File: config.mk
export PLATFORM = sky130hd
export DESIGN_NAME = adaptive_injection_rate_limiter_top
export DESIGN_NICKNAME = d
export VERILOG_FILES = /design/src/sv/airl_pkg.sv /design/src/sv/adaptive_injection_rate_limiter_top.sv
export SDC_FILE = /design/constraint.sdc
export NUM_CORES = 2
export LEC_CHECK = 0
export BUFFER_PORTS_ARGS = -buffer_cell sky130_fd_sc_hd__buf_4
export CAP_MARGIN = 25
export CORE_MARGIN = 2
export CORE_UTILIZATION = 45
export DETAILED_ROUTE_END_ITERATION = 10
export GPL_TIMING_DRIVEN = 0
export HOLD_SLACK_MARGIN = 0.02
export SLEW_MARGIN = 5
export SYNTH_ARGS = -nofsm -noshare
export SYNTH_HDL_FRONTEND = slang
export SYNTH_SLANG_ARGS = --single-unit
File: constraint.sdc
create_clock -name clk -period 12.14 [get_ports clk]
set_clock_uncertainty 0.2 [all_clocks]
set_input_delay 0.607 -clock clk [delete_from_list [all_inputs] [get_ports clk]]
set_output_delay 0.607 -clock clk [all_outputs]
set_load 0.05 [all_outputs]
File: src/sv/airl_pkg.sv
// Shared types and constants for the adaptive injection rate limiter.
package airl_pkg;

  // Event codes carried by one input item
  typedef enum logic [2:0] {
    OP_REQUEST     = 3'd0,
    OP_SUCCESS     = 3'd1,
    OP_FAILURE     = 3'd2,
    OP_EPOCH       = 3'd3,
    OP_FORCE_RESET = 3'd4,
    OP_RESET_DONE  = 3'd5,
    OP_SECOND_TICK = 3'd6,
    OP_QUERY       = 3'd7
  } op_t;

  // Health codes as reported on the result channel
  typedef enum logic [2:0] {
    H_HEALTHY   = 3'd0,
    H_DEGRADED  = 3'd1,
    H_COOLDOWN  = 3'd2,
    H_RESETTING = 3'd3,
    H_FAILED    = 3'd4
  } health_t;

  // Configuration register indexes
  localparam int unsigned CFG_INDEX_W = 8;
  localparam logic [CFG_INDEX_W-1:0] REG_START_RATE         = 8'd0;
  localparam logic [CFG_INDEX_W-1:0] REG_MIN_RATE           = 8'd1;
  localparam logic [CFG_INDEX_W-1:0] REG_CEILING_RATE       = 8'd2;
  localparam logic [CFG_INDEX_W-1:0] REG_RAMP_RUN           = 8'd3;
  localparam logic [CFG_INDEX_W-1:0] REG_FAIL_RESET_RUN     = 8'd4;
  localparam logic [CFG_INDEX_W-1:0] REG_FRAMES_BEFORE_REST = 8'd5;
  localparam logic [CFG_INDEX_W-1:0] REG_REST_INTERVAL      = 8'd6;
  localparam logic [CFG_INDEX_W-1:0] REG_REST_DURATION      = 8'd7;

  // Register reset values
  localparam logic [9:0]  RST_START_RATE         = 10'd50;
  localparam logic [9:0]  RST_MIN_RATE           = 10'd5;
  localparam logic [9:0]  RST_CEILING_RATE       = 10'd200;
  localparam logic [15:0] RST_RAMP_RUN           = 16'd100;
  localparam logic [15:0] RST_FAIL_RESET_RUN     = 16'd10;
  localparam logic [31:0] RST_FRAMES_BEFORE_REST = 32'd5000;
  localparam logic [15:0] RST_REST_INTERVAL      = 16'd300;
  localparam logic [15:0] RST_REST_DURATION      = 16'd5;

  // Default tuning
  localparam int unsigned DEF_RAMP_STEP       = 5;
  localparam int unsigned DEF_BACKOFF_DIVISOR = 2;

  // Success average: Q1.15, weight 19/20 on the old value
  localparam logic [15:0] AVG_ONE       = 16'd32768;
  localparam int unsigned AVG_DIV       = 20;
  localparam int unsigned AVG_DIV_SHIFT = 2;   // 20 = 4 * 5
  localparam int unsigned AVG_DIV_ODD   = 5;
  localparam int unsigned AVG_RECIP_K   = 20;
  localparam int unsigned AVG_RECIP_M   = ((1 << AVG_RECIP_K) + AVG_DIV_ODD - 1) / AVG_DIV_ODD;

  // Backoff divider by reciprocal
  localparam int unsigned BK_RECIP_K = 20;

endpackage

File: src/sv/adaptive_injection_rate_limiter_top.sv
// Top level of the adaptive injection rate limiter.
//
// Usage:
//  - Input channel (in_valid/in_ready) carries one event per item: operation
//    and reset_ok. Result channel (out_valid/out_ready) returns exactly one
//    result item per event: grant, health, rate, flags, average and totals.
//  - Configuration channel (cfg_valid/cfg_ready, cfg_index, cfg_data) writes
//    the eight tuning registers; cfg_ready is always high. Write only while
//    no event is in flight.
//  - The result of an event is registered and shown in the cycle after the
//    event is taken. One event per cycle while results are taken; the state
//    update for an event is a single pass of logic between the state and
//    result registers, bounded by the success-average reciprocal multiply.
//  - Reset (rst, synchronous) loads the register defaults, sets the rate to
//    the start rate, the average to 1.0 and clears all counters and totals.
//  - When the receiver stalls, the result register holds its item and
//    in_ready drops until it is taken; in_ready is high whenever the result
//    register is empty or being emptied in the same cycle.
module adaptive_injection_rate_limiter_top #(
  parameter int unsigned RAMP_STEP       = airl_pkg::DEF_RAMP_STEP,
  parameter int unsigned BACKOFF_DIVISOR = airl_pkg::DEF_BACKOFF_DIVISOR
) (
  input  logic                             clk,
  input  logic                             rst,
  // configuration write
  input  logic                             cfg_valid,
  output logic                             cfg_ready,
  input  logic [airl_pkg::CFG_INDEX_W-1:0] cfg_index,
  input  logic [31:0]                      cfg_data,
  // events
  input  logic                             in_valid,
  output logic                             in_ready,
  input  logic [2:0]                       operation,
  input  logic                             reset_ok,
  // results
  output logic                             out_valid,
  input  logic                             out_ready,
  output logic                             granted,
  output logic [2:0]                       health,
  output logic [9:0]                       rate_limit,
  output logic                             rest_scheduled,
  output logic                             reset_request,
  output logic                             cooling,
  output logic [15:0]                      success_average,
  output logic [31:0]                      injected_total,
  output logic [31:0]                      failed_total,
  output logic [31:0]                      throttled_total,
  output logic [31:0]                      resets_total,
  output logic [31:0]                      rests_total
);

  localparam int unsigned BK_M = ((1 << airl_pkg::BK_RECIP_K) + BACKOFF_DIVISOR - 1)
                                 / BACKOFF_DIVISOR;
  localparam int unsigned BK_PW = 10 + airl_pkg::BK_RECIP_K;

  // configuration registers
  logic [9:0]  start_rate, min_rate, ceiling_rate;
  logic [15:0] ramp_run, fail_reset_run, rest_interval, rest_duration;
  logic [31:0] frames_before_rest;

  // block state
  airl_pkg::health_t health_code, health_code_next;
  logic [9:0]  rate_now, rate_now_next;
  logic [9:0]  frames_in_second, frames_in_second_next;
  logic [15:0] ok_run, ok_run_next, fail_run, fail_run_next;
  logic [31:0] frames_since_rest, frames_since_rest_next;
  logic [31:0] seconds_now, seconds_now_next;
  logic [31:0] rest_end, rest_end_next;
  logic [31:0] last_rest_time, last_rest_time_next;
  logic [15:0] ratio_avg, ratio_avg_next;
  logic [31:0] granted_count, granted_count_next;
  logic [31:0] fail_count, fail_count_next;
  logic [31:0] deny_count, deny_count_next;
  logic [31:0] reset_count, reset_count_next;
  logic [31:0] rest_count, rest_count_next;
  logic        reset_by_failure, reset_by_failure_next;

  // per-item result flags
  logic grant_now, sched_now, rreq_now, cool_now;

  // helpers
  airl_pkg::op_t op;
  logic        accept;
  logic        rest_running, rest_due;
  logic [15:0] ok_run_inc, fail_run_inc;
  logic [10:0] ramp_sum;
  logic [9:0]  ramp_rate, backoff_q, backoff_rate;
  logic [BK_PW-1:0] backoff_prod;
  logic [19:0] avg_x;
  logic [17:0] avg_y;
  logic [35:0] avg_prod;
  logic [15:0] avg_q;
  logic [31:0] since_last;

  assign cfg_ready = 1'b1;
  assign in_ready  = !out_valid || out_ready;
  assign accept    = in_valid && in_ready;
  assign op        = airl_pkg::op_t'(operation);

  // write configuration registers
  always_ff @(posedge clk) begin
    if (rst) begin
      start_rate         <= airl_pkg::RST_START_RATE;
      min_rate           <= airl_pkg::RST_MIN_RATE;
      ceiling_rate       <= airl_pkg::RST_CEILING_RATE;
      ramp_run           <= airl_pkg::RST_RAMP_RUN;
      fail_reset_run     <= airl_pkg::RST_FAIL_RESET_RUN;
      frames_before_rest <= airl_pkg::RST_FRAMES_BEFORE_REST;
      rest_interval      <= airl_pkg::RST_REST_INTERVAL;
      rest_duration      <= airl_pkg::RST_REST_DURATION;
    end else if (cfg_valid) begin
      unique case (cfg_index)
        airl_pkg::REG_START_RATE:         start_rate         <= cfg_data[9:0];
        airl_pkg::REG_MIN_RATE:           min_rate           <= cfg_data[9:0];
        airl_pkg::REG_CEILING_RATE:       ceiling_rate       <= cfg_data[9:0];
        airl_pkg::REG_RAMP_RUN:           ramp_run           <= cfg_data[15:0];
        airl_pkg::REG_FAIL_RESET_RUN:     fail_reset_run     <= cfg_data[15:0];
        airl_pkg::REG_FRAMES_BEFORE_REST: frames_before_rest <= cfg_data;
        airl_pkg::REG_REST_INTERVAL:      rest_interval      <= cfg_data[15:0];
        airl_pkg::REG_REST_DURATION:      rest_duration      <= cfg_data[15:0];
        default: ;
      endcase
    end
  end

  // shared arithmetic
  assign rest_running = (rest_end != 32'd0) && (seconds_now < rest_end);
  assign rest_due     = (rest_end != 32'd0) && (seconds_now >= rest_end);
  assign ok_run_inc   = (ok_run == 16'hFFFF) ? ok_run : ok_run + 16'd1;
  assign fail_run_inc = (fail_run == 16'hFFFF) ? fail_run : fail_run + 16'd1;
  assign since_last   = seconds_now - last_rest_time;

  // ramp up by a step, clipped at the ceiling
  assign ramp_sum  = {1'b0, rate_now} + 11'(RAMP_STEP);
  assign ramp_rate = (ramp_sum > {1'b0, ceiling_rate}) ? ceiling_rate : ramp_sum[9:0];

  // back off by the divisor, floored at the minimum
  assign backoff_prod = BK_PW'(rate_now) * BK_PW'(BK_M);
  assign backoff_q    = backoff_prod[BK_PW-1 -: 10];
  assign backoff_rate = (backoff_q < min_rate) ? min_rate : backoff_q;

  // success average: floor(x / 20) as (x >> 2) times reciprocal of 5
  assign avg_x = 20'(ratio_avg) * 20'(airl_pkg::AVG_DIV - 1)
               + ((op == airl_pkg::OP_SUCCESS)
                  ? 20'(airl_pkg::AVG_ONE) + 20'(airl_pkg::AVG_DIV - 1) : 20'd0);
  assign avg_y    = avg_x[19:airl_pkg::AVG_DIV_SHIFT];
  assign avg_prod = 36'(avg_y) * 36'(airl_pkg::AVG_RECIP_M);
  assign avg_q    = avg_prod[35 -: 16];

  // next state for the event at the input
  always_comb begin
    health_code_next       = health_code;
    rate_now_next          = rate_now;
    frames_in_second_next  = frames_in_second;
    ok_run_next            = ok_run;
    fail_run_next          = fail_run;
    frames_since_rest_next = frames_since_rest;
    seconds_now_next       = seconds_now;
    rest_end_next          = rest_end;
    last_rest_time_next    = last_rest_time;
    ratio_avg_next         = ratio_avg;
    granted_count_next     = granted_count;
    fail_count_next        = fail_count;
    deny_count_next        = deny_count;
    reset_count_next       = reset_count;
    rest_count_next        = rest_count;
    reset_by_failure_next  = reset_by_failure;
    grant_now = 1'b0;
    sched_now = 1'b0;
    rreq_now  = 1'b0;
    cool_now  = 1'b0;
    case (op)
      airl_pkg::OP_REQUEST: begin
        if (rest_running) begin
          deny_count_next = deny_count + 32'd1;
        end else begin
          // end a rest that has run out
          if (rest_due) begin
            rest_end_next = 32'd0;
            if (health_code == airl_pkg::H_COOLDOWN) health_code_next = airl_pkg::H_HEALTHY;
          end
          if (health_code_next == airl_pkg::H_RESETTING ||
              health_code_next == airl_pkg::H_FAILED) begin
            deny_count_next = deny_count + 32'd1;
          end else if (frames_in_second >= rate_now) begin
            deny_count_next = deny_count + 32'd1;
          end else begin
            frames_in_second_next = frames_in_second + 10'd1;
            grant_now = 1'b1;
          end
        end
      end
      airl_pkg::OP_SUCCESS: begin
        granted_count_next     = granted_count + 32'd1;
        frames_since_rest_next = frames_since_rest + 32'd1;
        ok_run_next            = ok_run_inc;
        fail_run_next          = 16'd0;
        ratio_avg_next         = avg_q;
        if (ok_run_inc >= ramp_run) begin
          ok_run_next = 16'd0;
          if (rate_now < ceiling_rate) rate_now_next = ramp_rate;
          if (health_code == airl_pkg::H_DEGRADED) health_code_next = airl_pkg::H_HEALTHY;
        end
      end
      airl_pkg::OP_FAILURE: begin
        fail_count_next = fail_count + 32'd1;
        fail_run_next   = fail_run_inc;
        ok_run_next     = 16'd0;
        ratio_avg_next  = avg_q;
        if (fail_run_inc >= fail_reset_run) begin
          health_code_next      = airl_pkg::H_RESETTING;
          fail_run_next         = 16'd0;
          reset_count_next      = reset_count + 32'd1;
          reset_by_failure_next = 1'b1;
          rreq_now              = 1'b1;
        end else if (fail_run_inc >= 16'd2) begin
          rate_now_next    = backoff_rate;
          health_code_next = airl_pkg::H_DEGRADED;
        end
      end
      airl_pkg::OP_EPOCH: begin
        // schedule a pre-emptive rest
        if (frames_since_rest >= frames_before_rest &&
            since_last >= 32'(rest_interval)) begin
          health_code_next       = airl_pkg::H_COOLDOWN;
          rest_end_next          = seconds_now + 32'(rest_duration);
          last_rest_time_next    = seconds_now;
          rest_count_next        = rest_count + 32'd1;
          frames_since_rest_next = 32'd0;
          sched_now              = 1'b1;
        end
      end
      airl_pkg::OP_FORCE_RESET: begin
        health_code_next      = airl_pkg::H_RESETTING;
        reset_count_next      = reset_count + 32'd1;
        reset_by_failure_next = 1'b0;
        rreq_now              = 1'b1;
      end
      airl_pkg::OP_RESET_DONE: begin
        if (health_code == airl_pkg::H_RESETTING) begin
          if (reset_by_failure) begin
            health_code_next = airl_pkg::H_DEGRADED;
          end else begin
            health_code_next = reset_ok ? airl_pkg::H_DEGRADED : airl_pkg::H_FAILED;
            fail_run_next    = 16'd0;
            ok_run_next      = 16'd0;
          end
          rate_now_next          = min_rate;
          frames_since_rest_next = 32'd0;
        end
      end
      airl_pkg::OP_SECOND_TICK: begin
        seconds_now_next      = seconds_now + 32'd1;
        frames_in_second_next = 10'd0;
      end
      airl_pkg::OP_QUERY: begin
        cool_now = (health_code == airl_pkg::H_COOLDOWN) ||
                   (health_code == airl_pkg::H_RESETTING);
        if (rest_due) begin
          rest_end_next = 32'd0;
          if (health_code == airl_pkg::H_COOLDOWN) health_code_next = airl_pkg::H_HEALTHY;
          cool_now = 1'b0;
        end
      end
    endcase
  end

  // update state on an accepted item
  always_ff @(posedge clk) begin
    if (rst) begin
      health_code       <= airl_pkg::H_HEALTHY;
      rate_now          <= airl_pkg::RST_START_RATE;
      frames_in_second  <= '0;
      ok_run            <= '0;
      fail_run          <= '0;
      frames_since_rest <= '0;
      seconds_now       <= '0;
      rest_end          <= '0;
      last_rest_time    <= '0;
      ratio_avg         <= airl_pkg::AVG_ONE;
      granted_count     <= '0;
      fail_count        <= '0;
      deny_count        <= '0;
      reset_count       <= '0;
      rest_count        <= '0;
      reset_by_failure  <= 1'b0;
    end else if (accept) begin
      health_code       <= health_code_next;
      rate_now          <= rate_now_next;
      frames_in_second  <= frames_in_second_next;
      ok_run            <= ok_run_next;
      fail_run          <= fail_run_next;
      frames_since_rest <= frames_since_rest_next;
      seconds_now       <= seconds_now_next;
      rest_end          <= rest_end_next;
      last_rest_time    <= last_rest_time_next;
      ratio_avg         <= ratio_avg_next;
      granted_count     <= granted_count_next;
      fail_count        <= fail_count_next;
      deny_count        <= deny_count_next;
      reset_count       <= reset_count_next;
      rest_count        <= rest_count_next;
      reset_by_failure  <= reset_by_failure_next;
    end
  end

  // result register valid
  always_ff @(posedge clk) begin
    if (rst) begin
      out_valid <= 1'b0;
    end else if (accept) begin
      out_valid <= 1'b1;
    end else if (out_ready) begin
      out_valid <= 1'b0;
    end
  end

  // load result payload
  always_ff @(posedge clk) begin
    if (accept) begin
      granted         <= grant_now;
      health          <= health_code_next;
      rate_limit      <= rate_now_next;
      rest_scheduled  <= sched_now;
      reset_request   <= rreq_now;
      cooling         <= cool_now;
      success_average <= ratio_avg_next;
      injected_total  <= granted_count_next;
      failed_total    <= fail_count_next;
      throttled_total <= deny_count_next;
      resets_total    <= reset_count_next;
      rests_total     <= rest_count_next;
    end
  end

endmodule

==> key figures <==
Run status
  • Status: finished clean

Clocking
  • H-Tree Depth: 3
  • Clock latency on the worst-skew pair: 0.66 ns
  • TritonCTS clock tree: yes
  • CTS root buf: clkbuf_16
  • Sink Count: 670
  • CTS resizes: 0
  • CTS buffer count: 78
  • Clk pin slew, worst setup/hold paths: 0.06 ns
  • Maximum root-to-sink buffer count: 3

Critical path
  • CP required: 12.34 ns
  • Crit path kind: input port to flip-flop
  • CP dominant cell by count: fa_1
  • Crit path max-delay family: adder cells
  • CP max-delay cell: xnor2_1
  • Worst-path fanout max: 12
  • Startpoint types: input port
  • Buf/Inv on CP: 8
  • CP max stage delay: 0.67 ns
  • Reg-to-reg startpoint: ratio_avg[3]
  • Critical path arrival: 11.02 ns
  • Reg2reg setup slack: 1.80 ns
  • Crit. End Element: flip-flop
  • CP Launch Point: operation[0]

Timing
  • Worst Tran Pin Value: 1.116 ns
  • Final Critical Period: 10.82 ns
  • Rel. slew slack: 25.61%
  • Setup violators final: 0
  • Setup ws final: 1.319 ns
  • Final Max Tran Viols: 0
  • Setup TNS: 0 ns
  • Unrepaired setup endpoints after global routing: false
  • Highest clock rate: 0.09241 GHz
  • Final hold violation count: 0
  • Final period util: 89.13%
  • Hold Slack: 0.05762 ns

Yosys
  • Primary FF master, synth: dfxtp_1
  • Synth Area in Compound Gates: 13.57%
  • Synth Cell Area: 43400 um^2
  • Number of enable flip-flop cells after synthesis: 193
  • Synth Area in XOR/XNOR: 8.294%
  • Syn Area/Cell: 8.736 um^2
  • Synth cell types: 99
  • Mapped Cells: 4968
  • Synth async-reset ratio: 0%
  • Post-synthesis mux area share: 1.856%
  • Synth warn: 0
  • Synthesized net count: 5512
  • FF+latch count, synth: 670
  • Simple-gate share of the synthesized area: 18.77%
  • Main combinational cell family by area after synthesis: simple AND/OR/NAND/NOR gates
  • Sequential share of the synthesized area: 35.35%
  • Synth Area in Adders: 16.07%

Power and ir drop
  • Leak: 21.20 nW
  • PD cells: 219.0 nW/um^2
  • Peak VDD IR: 563.6 uV

Global routing
  • Number of global-route vias before repair: 34.68k
  • Antenna violations before repair: 0
  • GRT Util Overall: 25.58%
  • Largest net degree at the start of global routing: 44
  • Grt ovf: 0
  • First-pass GRT wire length: 198800 um

Route
  • Residual DRC: 0
  • Total wire length: 128000 um
  • Vias/cell: 5.489
  • First DRT Iteration DRCs: 2652
  • Routed Antenna Nets: 0
  • Via count: 36.51k
  • DRT Pass-1 Iters: 5
  • Routed length per instance: 19.25 um

Layout
  • Fill cells: 9106
  • Post-layout instance area: 49710 um^2
  • Total Nets Final: 5866
  • Area Overhead vs Synth: 14.53%
  • Share of cells above drive strength 1: 9.061%

Hold path
  • Worst hold start: cfg_data[26]
  • Worst hold-check path type: input port to flip-flop

Die
  • Die height: 314.6 um
  • Core Area: 95290 um^2
  • FP Rows: 113
  • Initial Util: 45.55%
  • I/O pin cnt: 245
  • DIE WIDTH: 314.6 um
  • Full die area: 98950 um^2

Placed design
  • I/O Buffers: 243
  • Dpl hpwl: 99010 um
  • Dpl ws: 0.7397 ns
  • RD Place Congestion: 0.9280
  • Post-DP Area: 47000 um^2

Run
  • Max cap viols: 0
repair_timing:
item / in CTS / in global routing
buffers inserted: 0 / 0
hold buffers: 15 / 0
endpoints found under the hold margin: 15 / 0
layout by cell type, fill, tap and decap left out, types with 193 or more instances in the layout:
master and count:
nand2_1 557, dfxtp_1 477, inv_1 453, nor2_1 421, ha_1 391, a21oi_1 347
buf_4 258, xnor2_1 208, xor2_1 203, edfxtp_1 193
through the flow:
step	utilization [%]	std cells	total power [mW]
6_report	52.17	6652	10.89
5_1_grt	52.16	6651	11.90
3_5_place_dp	49.32	6491	8.606
2_1_floorplan	-	4968	6.894
3_3_place_gp	49.12	6476	8.562
4_1_cts	52.15	6650	11.01
sequential cells by signal (all words and copies together), names as in the netlist, 32 cells and up:
name / cells
throttled_total: 32
rest_end: 32
granted_count: 32
seconds_now: 32
rest_count: 32
reset_count: 32
deny_count: 32
injected_total: 32
fail_count: 32
failed_total: 32
last_rest_time: 32
resets_total: 32
frames_since_rest: 32
frames_before_rest: 32
rests_total: 32
cell usage after synthesis, types with 31 or more instances:
library cell  count  area share, %
xnor2_1         208            4.2
o21a_1           34           0.59
inv_1           453            3.9
fa_1            104            4.8
edfxtp_1        193             13
nand3_1         169            1.9
a21o_1           71            1.2
mux2i_1          67            1.5
xor2_1          203            4.1
and3_1           68           0.98
ha_1            391             11
nand4_1          98            1.4
o211ai_1         31           0.54
nor4_1           33           0.48
a21oi_1         347            4.0
o31ai_1          32           0.55
o21ai_0         170            2.0
clkbuf_1        164            1.4
nand2_1         557            4.8
dfxtp_1         477             22
nor2_1          421            3.6
or3_1            83            1.2
nor3_1           97            1.1
power breakdown:
| part | switching, mW | internal (mW) |
|---|---|---|
| Sequential | 0.0421 | 2.42 |
| Combinational | 3.76 | 2.31 |
| Clock | 0.991 | 1.36 |
per-layer routing:
metal,track usage [%],routed length [um],part of all wire [%]
met5,0,0,0
met4,7.608,3512,2.7
met3,3.768,7542,5.9
met2,40.94,58100,45
met1,35.73,58880,46
kinds of logic after synthesis:
kind of cell | count (synthesis)
buf+inv | 672
mux | 79
simple gates | 1715
flops | 670
fa+ha+maj | 495
compound gates | 925
other cells | 1
xor+xnor | 411
layout make-up:
class / count / area [um^2] / area share, %
well taps: 1265 / 1583 / 3.184
diodes: 1 / 2.502 / 0.005034
inverters: 456 / 1712 / 3.443
plain buffers: 216 / 927.1 / 1.865
flip-flops and latches: 670 / 15340 / 30.87
clock inverters: 27 / 289.0 / 0.5814
clock buffers: 117 / 2255 / 4.536
multi-input cells: 3626 / 25420 / 51.14
repair buffers: 274 / 2176 / 4.377
worst paths after layout:
path / cells past startpoint / to
worst max register to register: 35 / success_average[14]
worst max-delay path: 39 / success_average[14]
worst min register to register: 2 / fail_reset_run[7]
worst min-delay path: 3 / frames_before_rest[26]
worst min-delay path, stage by stage:
cell	delay, ns
buf_4	0.07
nand2_1	0.06
a21oi_1	0.11
(Power assumes the default switching activity.)
